==> src/rtl/core/rbag_pkg.sv <==
`timescale 1ns / 1ps

package rbag_pkg;

  // coordinate fields
  localparam int COORD_BITS = 16;
  localparam int FB         = (COORD_BITS < 16) ? COORD_BITS : 16;
  localparam logic [15:0] FMASK = 16'((32'd1 << FB) - 32'd1);

  // queue between front and back
  localparam int QDEPTH = 4;
  localparam int QPTR_W = $clog2(QDEPTH);
  localparam int QCNT_W = $clog2(QDEPTH + 1);

  // mode flag bit positions
  localparam int MODE_COPY = 0;
  localparam int MODE_MIRX = 1;
  localparam int MODE_MIRY = 2;

  // configuration register indexes
  localparam logic [2:0] CFG_MODE     = 3'd0;
  localparam logic [2:0] CFG_DST_SIZE = 3'd1;
  localparam logic [2:0] CFG_SRC_SIZE = 3'd2;
  localparam logic [2:0] CFG_DST_ORG  = 3'd3;
  localparam logic [2:0] CFG_SRC_ORG  = 3'd4;
  localparam logic [2:0] CFG_RECT     = 3'd5;
  localparam logic [2:0] CFG_FILL     = 3'd6;

  // result status codes
  localparam logic [1:0] ST_OK  = 2'd0;
  localparam logic [1:0] ST_NEG = 2'd1;
  localparam logic [1:0] ST_OOB = 2'd2;

  typedef logic [15:0] coord_t;

  typedef struct packed {
    logic [2:0]  mode;
    logic [31:0] dst_size;
    logic [31:0] src_size;
    logic [31:0] dst_origin;
    logic [31:0] src_origin;
    logic [31:0] rect_size;
    logic [31:0] fill_colour;
  } cfg_t;

  // one classified item handed from front to back
  typedef struct packed {
    logic [31:0] pixel;
    logic [1:0]  status;
    logic        we;
    logic        last;
    logic        copy;
    coord_t      cx;
    coord_t      cy;
    coord_t      col;
    coord_t      row;
  } entry_t;

  // used low bits of a 16-bit half of a register
  function automatic coord_t fld(input logic [31:0] r, input logic hi);
    coord_t v;
    v = hi ? r[31:16] : r[15:0];
    return v & FMASK;
  endfunction

  function automatic logic is_neg(input coord_t v);
    return v[FB-1];
  endfunction

endpackage

==> src/rtl/core/rbag_queue.sv <==
`timescale 1ns / 1ps

module rbag_queue (
  input  logic             clk,
  input  logic             rst_n,
  input  logic             push,
  input  rbag_pkg::entry_t push_data,
  input  logic             pop,
  output rbag_pkg::entry_t head,
  output logic             not_empty,
  output logic             full
);
  import rbag_pkg::*;

  entry_t            mem_r [QDEPTH];
  logic [QPTR_W-1:0] wptr_r, rptr_r;
  logic [QCNT_W-1:0] cnt_r, cnt_nxt;

  assign head      = mem_r[rptr_r];
  assign not_empty = (cnt_r != '0);
  assign full      = (cnt_r == QCNT_W'(QDEPTH));

  // occupancy
  always_comb begin
    cnt_nxt = cnt_r;
    if (push && !pop) cnt_nxt = cnt_r + QCNT_W'(1);
    else if (!push && pop) cnt_nxt = cnt_r - QCNT_W'(1);
  end

  // pointers
  always_ff @(posedge clk) begin
    if (!rst_n) begin
      wptr_r <= '0;
      rptr_r <= '0;
      cnt_r  <= '0;
    end else begin
      if (push) wptr_r <= (wptr_r == QPTR_W'(QDEPTH - 1)) ? '0 : wptr_r + QPTR_W'(1);
      if (pop)  rptr_r <= (rptr_r == QPTR_W'(QDEPTH - 1)) ? '0 : rptr_r + QPTR_W'(1);
      cnt_r <= cnt_nxt;
    end
  end

  // storage
  always_ff @(posedge clk) begin
    if (push) mem_r[wptr_r] <= push_data;
  end

endmodule

==> src/rtl/core/rbag_front.sv <==
`timescale 1ns / 1ps

module rbag_front (
  input  logic             clk,
  input  logic             rst_n,
  input  rbag_pkg::cfg_t   cfg,
  input  logic             in_valid,
  input  logic [31:0]      in_source_pixel,
  input  logic             q_full,
  output logic             push,
  output rbag_pkg::entry_t push_data
);
  import rbag_pkg::*;

  logic   job_active_r, job_active_nxt;
  coord_t col_r, col_nxt, row_r, row_nxt;

  logic   copy, neg, oob, start, col_end, row_end;
  coord_t dw, dh, sw, sh, dx, dy, sx, sy, rw, rh, col, row;

  assign push = in_valid && !q_full;

  // geometry fields
  always_comb begin
    copy = cfg.mode[MODE_COPY];
    dw = fld(cfg.dst_size, 1'b0);   dh = fld(cfg.dst_size, 1'b1);
    sw = fld(cfg.src_size, 1'b0);   sh = fld(cfg.src_size, 1'b1);
    dx = fld(cfg.dst_origin, 1'b0); dy = fld(cfg.dst_origin, 1'b1);
    sx = fld(cfg.src_origin, 1'b0); sy = fld(cfg.src_origin, 1'b1);
    rw = fld(cfg.rect_size, 1'b0);  rh = fld(cfg.rect_size, 1'b1);
  end

  // first-item checks
  always_comb begin
    neg = is_neg(dx) || is_neg(dy) || (copy && (is_neg(sx) || is_neg(sy)));
    oob = ({1'b0, dx} + {1'b0, rw} > {1'b0, dw}) ||
          ({1'b0, dy} + {1'b0, rh} > {1'b0, dh}) ||
          (copy && (({1'b0, sx} + {1'b0, rw} > {1'b0, sw}) ||
                    ({1'b0, sy} + {1'b0, rh} > {1'b0, sh})));
  end

  // classify item and step the raster counters
  always_comb begin
    start   = !job_active_r;
    col     = start ? '0 : col_r;
    row     = start ? '0 : row_r;
    col_end = ({1'b0, col} + 17'd1) >= {1'b0, rw};
    row_end = ({1'b0, row} + 17'd1) >= {1'b0, rh};

    push_data        = '0;
    job_active_nxt   = job_active_r;
    col_nxt          = col_r;
    row_nxt          = row_r;

    priority if (start && neg) begin
      push_data.status = ST_NEG;
      push_data.last   = 1'b1;
    end else if (start && oob) begin
      push_data.status = ST_OOB;
      push_data.last   = 1'b1;
    end else if (start && (rw == '0 || rh == '0)) begin
      push_data.status = ST_OK;
      push_data.last   = 1'b1;
    end else begin
      push_data.status = ST_OK;
      push_data.we     = 1'b1;
      push_data.copy   = copy;
      push_data.pixel  = copy ? in_source_pixel : cfg.fill_colour;
      push_data.col    = col;
      push_data.row    = row;
      push_data.cx     = (copy && cfg.mode[MODE_MIRX]) ? rw - 16'd1 - col : col;
      push_data.cy     = (copy && cfg.mode[MODE_MIRY]) ? rh - 16'd1 - row : row;
      push_data.last   = col_end && row_end;
      if (col_end && row_end) begin
        job_active_nxt = 1'b0;
        col_nxt        = '0;
        row_nxt        = '0;
      end else if (col_end) begin
        job_active_nxt = 1'b1;
        col_nxt        = '0;
        row_nxt        = row + 16'd1;
      end else begin
        job_active_nxt = 1'b1;
        col_nxt        = col + 16'd1;
        row_nxt        = row;
      end
    end
  end

  // job state
  always_ff @(posedge clk) begin
    if (!rst_n) begin
      job_active_r <= 1'b0;
      col_r        <= '0;
      row_r        <= '0;
    end else if (push) begin
      job_active_r <= job_active_nxt;
      col_r        <= col_nxt;
      row_r        <= row_nxt;
    end
  end

endmodule

==> src/rtl/core/rbag_back.sv <==
`timescale 1ns / 1ps

module rbag_back (
  input  logic             clk,
  input  logic             rst_n,
  input  rbag_pkg::cfg_t   cfg,
  input  rbag_pkg::entry_t head,
  input  logic             head_valid,
  output logic             pop,
  output logic             out_valid,
  input  logic             out_stall,
  output logic [33:0]      out_write_offset,
  output logic [33:0]      out_read_offset,
  output logic [31:0]      out_write_pixel,
  output logic             out_write_enable,
  output logic [1:0]       out_status,
  output logic             out_last
);
  import rbag_pkg::*;

  logic        s1_v_r, out_v_r;
  logic        s1_ready, s2_ready;
  entry_t      s1_e_r;
  logic [32:0] pw_r, pr_r, pw, pr;
  logic [16:0] wy, ry;
  logic [31:0] wsum, rsum;
  coord_t      dw, sw, dx, dy, sx, sy;

  assign s2_ready  = !out_v_r || !out_stall;
  assign s1_ready  = !s1_v_r || s2_ready;
  assign pop       = head_valid && s1_ready;
  assign out_valid = out_v_r;

  // row products
  always_comb begin
    dw = fld(cfg.dst_size, 1'b0);
    sw = fld(cfg.src_size, 1'b0);
    dx = fld(cfg.dst_origin, 1'b0); dy = fld(cfg.dst_origin, 1'b1);
    sx = fld(cfg.src_origin, 1'b0); sy = fld(cfg.src_origin, 1'b1);
    wy = {1'b0, dy} + {1'b0, head.cy};
    ry = {1'b0, sy} + {1'b0, head.row};
    pw = 33'(wy) * 33'(dw);
    pr = 33'(ry) * 33'(sw);
  end

  // column add, offsets wrap to 34 bits
  always_comb begin
    wsum = pw_r[31:0] + 32'(dx) + 32'(s1_e_r.cx);
    rsum = pr_r[31:0] + 32'(sx) + 32'(s1_e_r.col);
  end

  // stage valids
  always_ff @(posedge clk) begin
    if (!rst_n) begin
      s1_v_r  <= 1'b0;
      out_v_r <= 1'b0;
    end else begin
      if (s1_ready) s1_v_r <= head_valid;
      if (s2_ready) out_v_r <= s1_v_r;
    end
  end

  // stage payloads
  always_ff @(posedge clk) begin
    if (pop) begin
      s1_e_r <= head;
      pw_r   <= pw;
      pr_r   <= pr;
    end
    if (s2_ready && s1_v_r) begin
      out_write_offset <= s1_e_r.we ? {wsum, 2'b00} : '0;
      out_read_offset  <= (s1_e_r.we && s1_e_r.copy) ? {rsum, 2'b00} : '0;
      out_write_pixel  <= s1_e_r.pixel;
      out_write_enable <= s1_e_r.we;
      out_status       <= s1_e_r.status;
      out_last         <= s1_e_r.last;
    end
  end

endmodule

==> src/rtl/core/rect_blit_address_generator.sv <==
`timescale 1ns / 1ps
// path: an accepted item is written into the queue, then registered in the row
//   multiply stage, then in the column add stage that drives the outputs
// throughput: one item per cycle while neither in_stall nor out_stall is raised, set by the
//   front raster counters and one multiplier per offset in the back; a four-item queue decouples the two
// reset: synchronous active-low clears job state, queue, stage valids and config

module rect_blit_address_generator (
  input  logic        clk,
  input  logic        rst_n,
  input  logic        in_valid,
  output logic        in_stall,
  input  logic [31:0] in_source_pixel,
  output logic        out_valid,
  input  logic        out_stall,
  output logic [33:0] out_write_offset,
  output logic [33:0] out_read_offset,
  output logic [31:0] out_write_pixel,
  output logic        out_write_enable,
  output logic [1:0]  out_status,
  output logic        out_last,
  input  logic        cfg_valid,
  output logic        cfg_ready,
  input  logic [2:0]  cfg_index,
  input  logic [31:0] cfg_data
);
  import rbag_pkg::*;

  cfg_t   cfg_r;
  entry_t push_data, head;
  logic   push, pop, q_full, q_not_empty;

  assign cfg_ready = 1'b1;
  assign in_stall  = q_full;

  // configuration registers
  always_ff @(posedge clk) begin
    if (!rst_n) begin
      cfg_r <= '0;
    end else if (cfg_valid && cfg_ready) begin
      unique case (cfg_index)
        CFG_MODE:     cfg_r.mode        <= cfg_data[2:0];
        CFG_DST_SIZE: cfg_r.dst_size    <= cfg_data;
        CFG_SRC_SIZE: cfg_r.src_size    <= cfg_data;
        CFG_DST_ORG:  cfg_r.dst_origin  <= cfg_data;
        CFG_SRC_ORG:  cfg_r.src_origin  <= cfg_data;
        CFG_RECT:     cfg_r.rect_size   <= cfg_data;
        CFG_FILL:     cfg_r.fill_colour <= cfg_data;
        default: ;
      endcase
    end
  end

  rbag_front u_front (
    .clk             (clk),
    .rst_n           (rst_n),
    .cfg             (cfg_r),
    .in_valid        (in_valid),
    .in_source_pixel (in_source_pixel),
    .q_full          (q_full),
    .push            (push),
    .push_data       (push_data)
  );

  rbag_queue u_queue (
    .clk       (clk),
    .rst_n     (rst_n),
    .push      (push),
    .push_data (push_data),
    .pop       (pop),
    .head      (head),
    .not_empty (q_not_empty),
    .full      (q_full)
  );

  rbag_back u_back (
    .clk              (clk),
    .rst_n            (rst_n),
    .cfg              (cfg_r),
    .head             (head),
    .head_valid       (q_not_empty),
    .pop              (pop),
    .out_valid        (out_valid),
    .out_stall        (out_stall),
    .out_write_offset (out_write_offset),
    .out_read_offset  (out_read_offset),
    .out_write_pixel  (out_write_pixel),
    .out_write_enable (out_write_enable),
    .out_status       (out_status),
    .out_last         (out_last)
  );

  // an error or empty item always ends its job
  a_nowrite_last: assert property (@(posedge clk) disable iff (!rst_n)
    out_valid && !out_write_enable |-> out_last)
    else $error("item without write is not last");

  // a failed check never carries a write
  a_err_nowrite: assert property (@(posedge clk) disable iff (!rst_n)
    out_valid && out_status != ST_OK |-> !out_write_enable)
    else $error("error item carries a write");

  // an item without a write has zero offsets
  a_nowrite_zero: assert property (@(posedge clk) disable iff (!rst_n)
    out_valid && !out_write_enable |-> out_write_offset == '0 && out_read_offset == '0)
    else $error("item without write has offsets");

  // the queue only pushes back when it is full
  a_stall_full: assert property (@(posedge clk) disable iff (!rst_n)
    in_stall |-> q_not_empty)
    else $error("input stalled with empty queue");

endmodule
==> config.mk <==
export PLATFORM = sky130hd
export DESIGN_NAME = rect_blit_address_generator
export DESIGN_NICKNAME = d
export VERILOG_FILES = /design/src/rtl/core/rbag_pkg.sv /design/src/rtl/core/rbag_queue.sv /design/src/rtl/core/rbag_front.sv /design/src/rtl/core/rbag_back.sv /design/src/rtl/core/rect_blit_address_generator.sv
export SDC_FILE = /design/constraint.sdc
export NUM_CORES = 2
export LEC_CHECK = 0
export BUFFER_PORTS_ARGS = -buffer_cell sky130_fd_sc_hd__buf_4
export CAP_MARGIN = 20
export CORE_MARGIN = 5
export CORE_UTILIZATION = 35
export DETAILED_ROUTE_END_ITERATION = 16
export PLACE_DENSITY = 0.62
export SLEW_MARGIN = 20
export SYNTH_ARGS = -nofsm -noshare
export SYNTH_HDL_FRONTEND = slang
export SYNTH_HIERARCHICAL = 1
export SYNTH_SLANG_ARGS = --single-unit
==> constraint.sdc <==
create_clock -name clk -period 13.7 [get_ports clk]
set_clock_uncertainty 0.15 [all_clocks]
set_input_delay 2.74 -clock clk [delete_from_list [all_inputs] [get_ports clk]]
set_output_delay 2.74 -clock clk [all_outputs]
set_load 0.02 [all_outputs]
Yosys cells after proc, flatten, opt, wreduce, memory -nomap -nowiden
Memory sizes are Yosys's and may differ from the RTL's. A register that Yosys moved wholly into a read port is not among the register bits.
Cells that the tools add are included.
- $add $sub $neg: 22
- magnitude comparators: 6
- multiply operators: 2
- reduce and logical (&&, ||, !) cells: 43
- eq/ne operators: 9
- bitwise logic cells: 3
- multiplexer cells: 32
- operator list (operator ; count):
    65-bit two-way mux ; 3
    32-bit by 16-bit adder with 32-bit output ; 4
    16-bit two-way mux ; 8
    32-bit two-way mux ; 4
    16-bit by 16-bit adder with 17-bit output ; 6
    17-bit by 16-bit > comparator with 1-bit output ; 4
    17-bit by 16-bit multiplier with 32-bit output ; 2
    16-bit by 1-bit adder with 17-bit output (second input constant) ; 2
    17-bit by 16-bit greater-or-equal comparator with 1-bit output ; 2
    16-bit by 1-bit adder with 16-bit output (second input constant) ; 2
    16-bit zero test ; 2
    16-bit by 1-bit subtractor with 16-bit output (second input constant) ; 2
    16-bit subtractor ; 2
    1-bit logical AND ; 14
    2-bit AND reduction ; 7
    3-bit equality test (second input constant) ; 4
    2-bit two-way mux ; 6
    1-bit logical OR ; 9
    1-bit two-way mux ; 9
    1-bit zero test ; 7
    3-bit by 2-bit equality test with 1-bit output (second input constant) ; 2
    3-bit two-way mux ; 2
    2-bit by 1-bit adder with 2-bit output (second input constant) ; 2
    2-bit equality test (second input constant) ; 2
    8 further kinds ; 10
- memories: 1
- bits of input ports: 72
- register bits: 474
- output and inout port bits: 107
- RAM bits: 404
- memories (memory ; words ; bits a word ; rd ports ; clocked after Yosys merged registers in ; write ports ; line ; RTL):
    u_queue.mem_r ; 4 ; 101 ; 1 ; 1 ; 1 ; rbag_queue.sv:15 ; entry_t mem_r [QDEPTH];

Logic depth before layout (Yosys ltp)
- depth in word-level cells: 8
- depth in mapped cells: 37
- gate-level depth less buffers: 34

Hierarchy
The synthesis kept the hierarchy.
- modules (own cells, without submodules) (module ; times used ; cells each ; area each (µm²)):
    rbag_back ; 1 ; 2795 ; 28800.1
    rbag_queue ; 1 ; 571 ; 15035.7
    rbag_front ; 1 ; 1407 ; 9738.1
    rect_blit_address_generator ; 1 ; 673 ; 7033.0

Worst setup path before layout
OpenSTA, ideal clock, no wires.
- path type: input to register
- from: in out_stall
- to: reg u_back.out_last (enable)
- cell stages on the path: 1
- data required time: 12.840 ns
- slack: 2.853 ns
- library setup time: 0.710 ns
- buffers on the path: 0
- arrival time: 9.987 ns
- cell sequence: a21boi_0
- cells in the longest elaborated chain, start to end: 3
- RTL lines (item ; line ; RTL):
    start, declared ; rect_blit_address_generator.sv:15 ; input logic out_stall,
    1-bit zero test ; rbag_back.sv:29 ; assign s2_ready = !out_v_r || !out_stall;
    1-bit logical OR ; rbag_back.sv:29 ;
    1-bit logical AND ; rbag_back.sv:70 ; if (s2_ready && s1_v_r) begin
    end signal, assigned ; rbag_back.sv:76 ; out_last <= s1_e_r.last;
    end, declared ; rbag_back.sv:17 ; output logic out_last
No other way between the ends.
A chain may end at the register's enable or synchronous reset.

==> impl_metrics.toml <==
[clock_network]
cts-root-buf = "clkbuf_16"
clockBufferDepth = 3
clkSinkCount = 876
cts_tree = "done"
cts_resized = 0
hold_buffers = 0
post_cts_buffers = 0
cts_buffers = 97
insertion_delay_ns = 0.73
clk_pin_slew_ns = 0.06
htreeDepth = 3

[worst_hold_path]
whs_endpoint = "u_back/out_write_pixel[10]"
min_from = "u_back/s1_e_r[79]"
min_delay_path_depth = 0
hold_path.class = "reg -> reg"

[worst_setup_path]
cp-end-kind = "flip-flop"
critPathLaunchType = "flip-flop"
crit_family = "adder cells"
slowest_delay_ns = 0.85
arrival_ns = 10.88
cpMaxStageDelayCell = "dfxtp_4"
reg2reg_setup_slack_ns = 3.09
r2r_end = "u_back/pr_r[31]"
path_buf_inv = 5
reg2regPathDepth = 33
cpMostUsedCell = "fa_1"
cp.depth = 33
path_class = "reg -> reg"
cp_max_fo = 66
crit_required_ns = 13.97

[layout]
syn_to_final_growth_pct = 12.1
final_area_um2 = 67900
finalNetCount = 6586
drive_gt1_frac = 0.0974

[logic_synthesis]
syn_avg_cell_area_um2 = 11.1
synth_cells = 5446
syn-cell-area_um2 = 60600
synth.distinct_cells = 87
yosysWarningCount = 6
ys.flop_type = "edfxtp_1"
ys_ff_latch = 876
ys_async_sr_fraction = 0
synth_seq_area_share = 0.395
synth-edff-count = 637

[power]
p_int_mw = 6.39
p_comb_frac = 0.361
p_total_mw = 10.1
p_leak_nw = 28.9
pwr-share-seq = 0.375
clockPowerShare = 0.264
irDropWorstVdd_uv = 114
sw_frac_of_total = 0.369
power_density_nw_per_um2 = 149
power_switching_mw = 3.74

[die]
start_util = 0.353
dieArea_um2 = 182000
num_rows = 152
io_pins = 179
die_y_um = 426
die_w_um = 426
core_um2 = 172000

[timing]
period_needed_ns = 10.61
setup_ws_ns = 3.09
period_share = 0.774
rsz0062_at_grt = "false"
setup-violations-final = 0
finalHoldViolCount = 0
max_freq_mhz = 94.3
worst_slew_pin_slew_ns = 1.11
maxSlewViolCount = 0
relSlewSlack = 0.255
tns_ns = 0

[global_route]
grt_first_pass_wirelength_um = 259000
grt_pass1_vias = 41600
grt_use_total = 0.187
grt-ovfl-total = 0
grt_max_degree = 153
antenna_found_initial = 9

[place]
portBuffers = 173
placed_area_um2 = 64500
dp_slack_ns = 3.22
hpwl_um = 126000
gp_congestion = 0.932

[routing]
avgRoutedWirePerCell_um = 21.4
viasPerCell = 5.14
drc = 0
drt_wl_total_um = 171000
vias = 41100
drtIter0Drc = 3358
ant_nets = 0
drt-pass1-iter-count = 5

[flow_run]
maxCapViolCount = 0

[status]
outcome = "finished clean"
worst max-delay path by stage:
| stage | startpoint | to | slack (ns) |
|---|---|---|---|
| floorplan | out_stall | u_back/out_last | 2.85 |
| global placement | flip-flop | u_back/pr_r[31] | 3.36 |
| detailed placement | flip-flop | u_back/pw_r[30] | 3.22 |
| CTS | flip-flop | u_back/pr_r[31] | 3.17 |
| global route | flip-flop | u_back/pr_r[31] | 2.52 |
| finish | flip-flop | u_back/pr_r[31] | 3.09 |
registers in the layout (all words and copies together), names as in the netlist, 16 cells and up, named ones only:
register / flops
u_back/out_write_offset: 32
u_back/pw_r: 32
u_back/s1_e_r: 69
u_back/out_read_offset: 32
u_front/col_r: 16
cfg_r: 195
u_back/pr_r: 32
u_queue/mem_r: 404
u_front/row_r: 16
u_back/out_write_pixel: 32
synth_stat cells (67+ instances only):
| cell | number | area (µm²) |
|---|---|---|
| mux4_2 | 101 | 2270 |
| fa_1 | 457 | 9150 |
| inv_1 | 679 | 2550 |
| a21oi_1 | 194 | 971 |
| and2_1 | 283 | 1770 |
| xnor2_1 | 174 | 1520 |
| nand3_1 | 67 | 335 |
| dfxtp_1 | 239 | 4780 |
| clkbuf_1 | 109 | 409 |
| ha_1 | 464 | 5810 |
| mux2i_1 | 235 | 2350 |
| o21ai_0 | 100 | 500 |
| nor2_1 | 240 | 901 |
| edfxtp_1 | 637 | 19100 |
| nand2_1 | 687 | 2580 |
final cells by class:
class	count	area [µm²]
inverter	681	2560
antenna	5	12.5
clock inverter	47	510
tap	2310	2890
multi-input combinational	3701	33400
sequential	876	23900
fill	16500	104000
timing repair buffer	236	1850
clock buffer	135	2800
routing by layer:
| layer | global-route usage | part of all wire | vias up | wire length (µm) |
|---|---|---|---|---|
| li1 | - | - | 18900 | - |
| met1 | 0.244 | 0.42 | 20600 | 72300 |
| met2 | 0.317 | 0.48 | 1333 | 83000 |
| met3 | 0.0282 | 0.060 | 251 | 10200 |
| met4 | 0.0660 | 0.034 | 6 | 5780 |
| met5 | 0 | 0.00024 | - | 41 |
through the flow:
step,hold WS [ns],util,cells
2_1_floorplan,0.250,-,5449
3_3_place_gp,0.254,0.375,7801
3_5_place_dp,0.255,0.375,7801
4_1_cts,0.269,0.395,7983
5_1_grt,0.276,0.395,7987
6_report,0.271,0.395,7991
power by group through the flow:
stage | logic [mW] | clock network, mW | registers, mW
2_1_floorplan | 2.36 | 0 | 3.88
3_3_place_gp | 3.62 | 0 | 3.86
3_5_place_dp | 3.67 | 0 | 3.86
4_1_cts | 3.69 | 2.75 | 3.81
5_1_grt | 4.01 | 2.85 | 3.85
6_report | 3.65 | 2.68 | 3.80
cells in the final DEF (no fill, tap or decap), drive strengths merged, types with 19 or more instances in the layout:
cell type / instances
a211oi: 41
a21o: 64
a21oi: 195
a31oi: 22
and2: 283
and3: 38
buf: 235
clkbuf: 136
clkinv: 24
dfxtp: 239
edfxtp: 637
fa: 457
ha: 464
inv: 691
mux2i: 235
mux4: 101
nand2: 687
nand2b: 43
nand3: 68
nand4: 47
nor2: 240
nor2b: 52
nor3: 65
nor4: 20
o21a: 33
o21ai: 105
or3: 19
xnor2: 174
xor2: 60
kinds of logic after synthesis:
logic type      share of synthesized area
simple gates                        0.126
fa+ha+maj                           0.247
flops                               0.395
buf+inv                            0.0573
compound gates                     0.0647
mux                                0.0763
xor+xnor                           0.0338
other cells                      0.000124
Note: power is estimated with default switching activity, not from simulation.
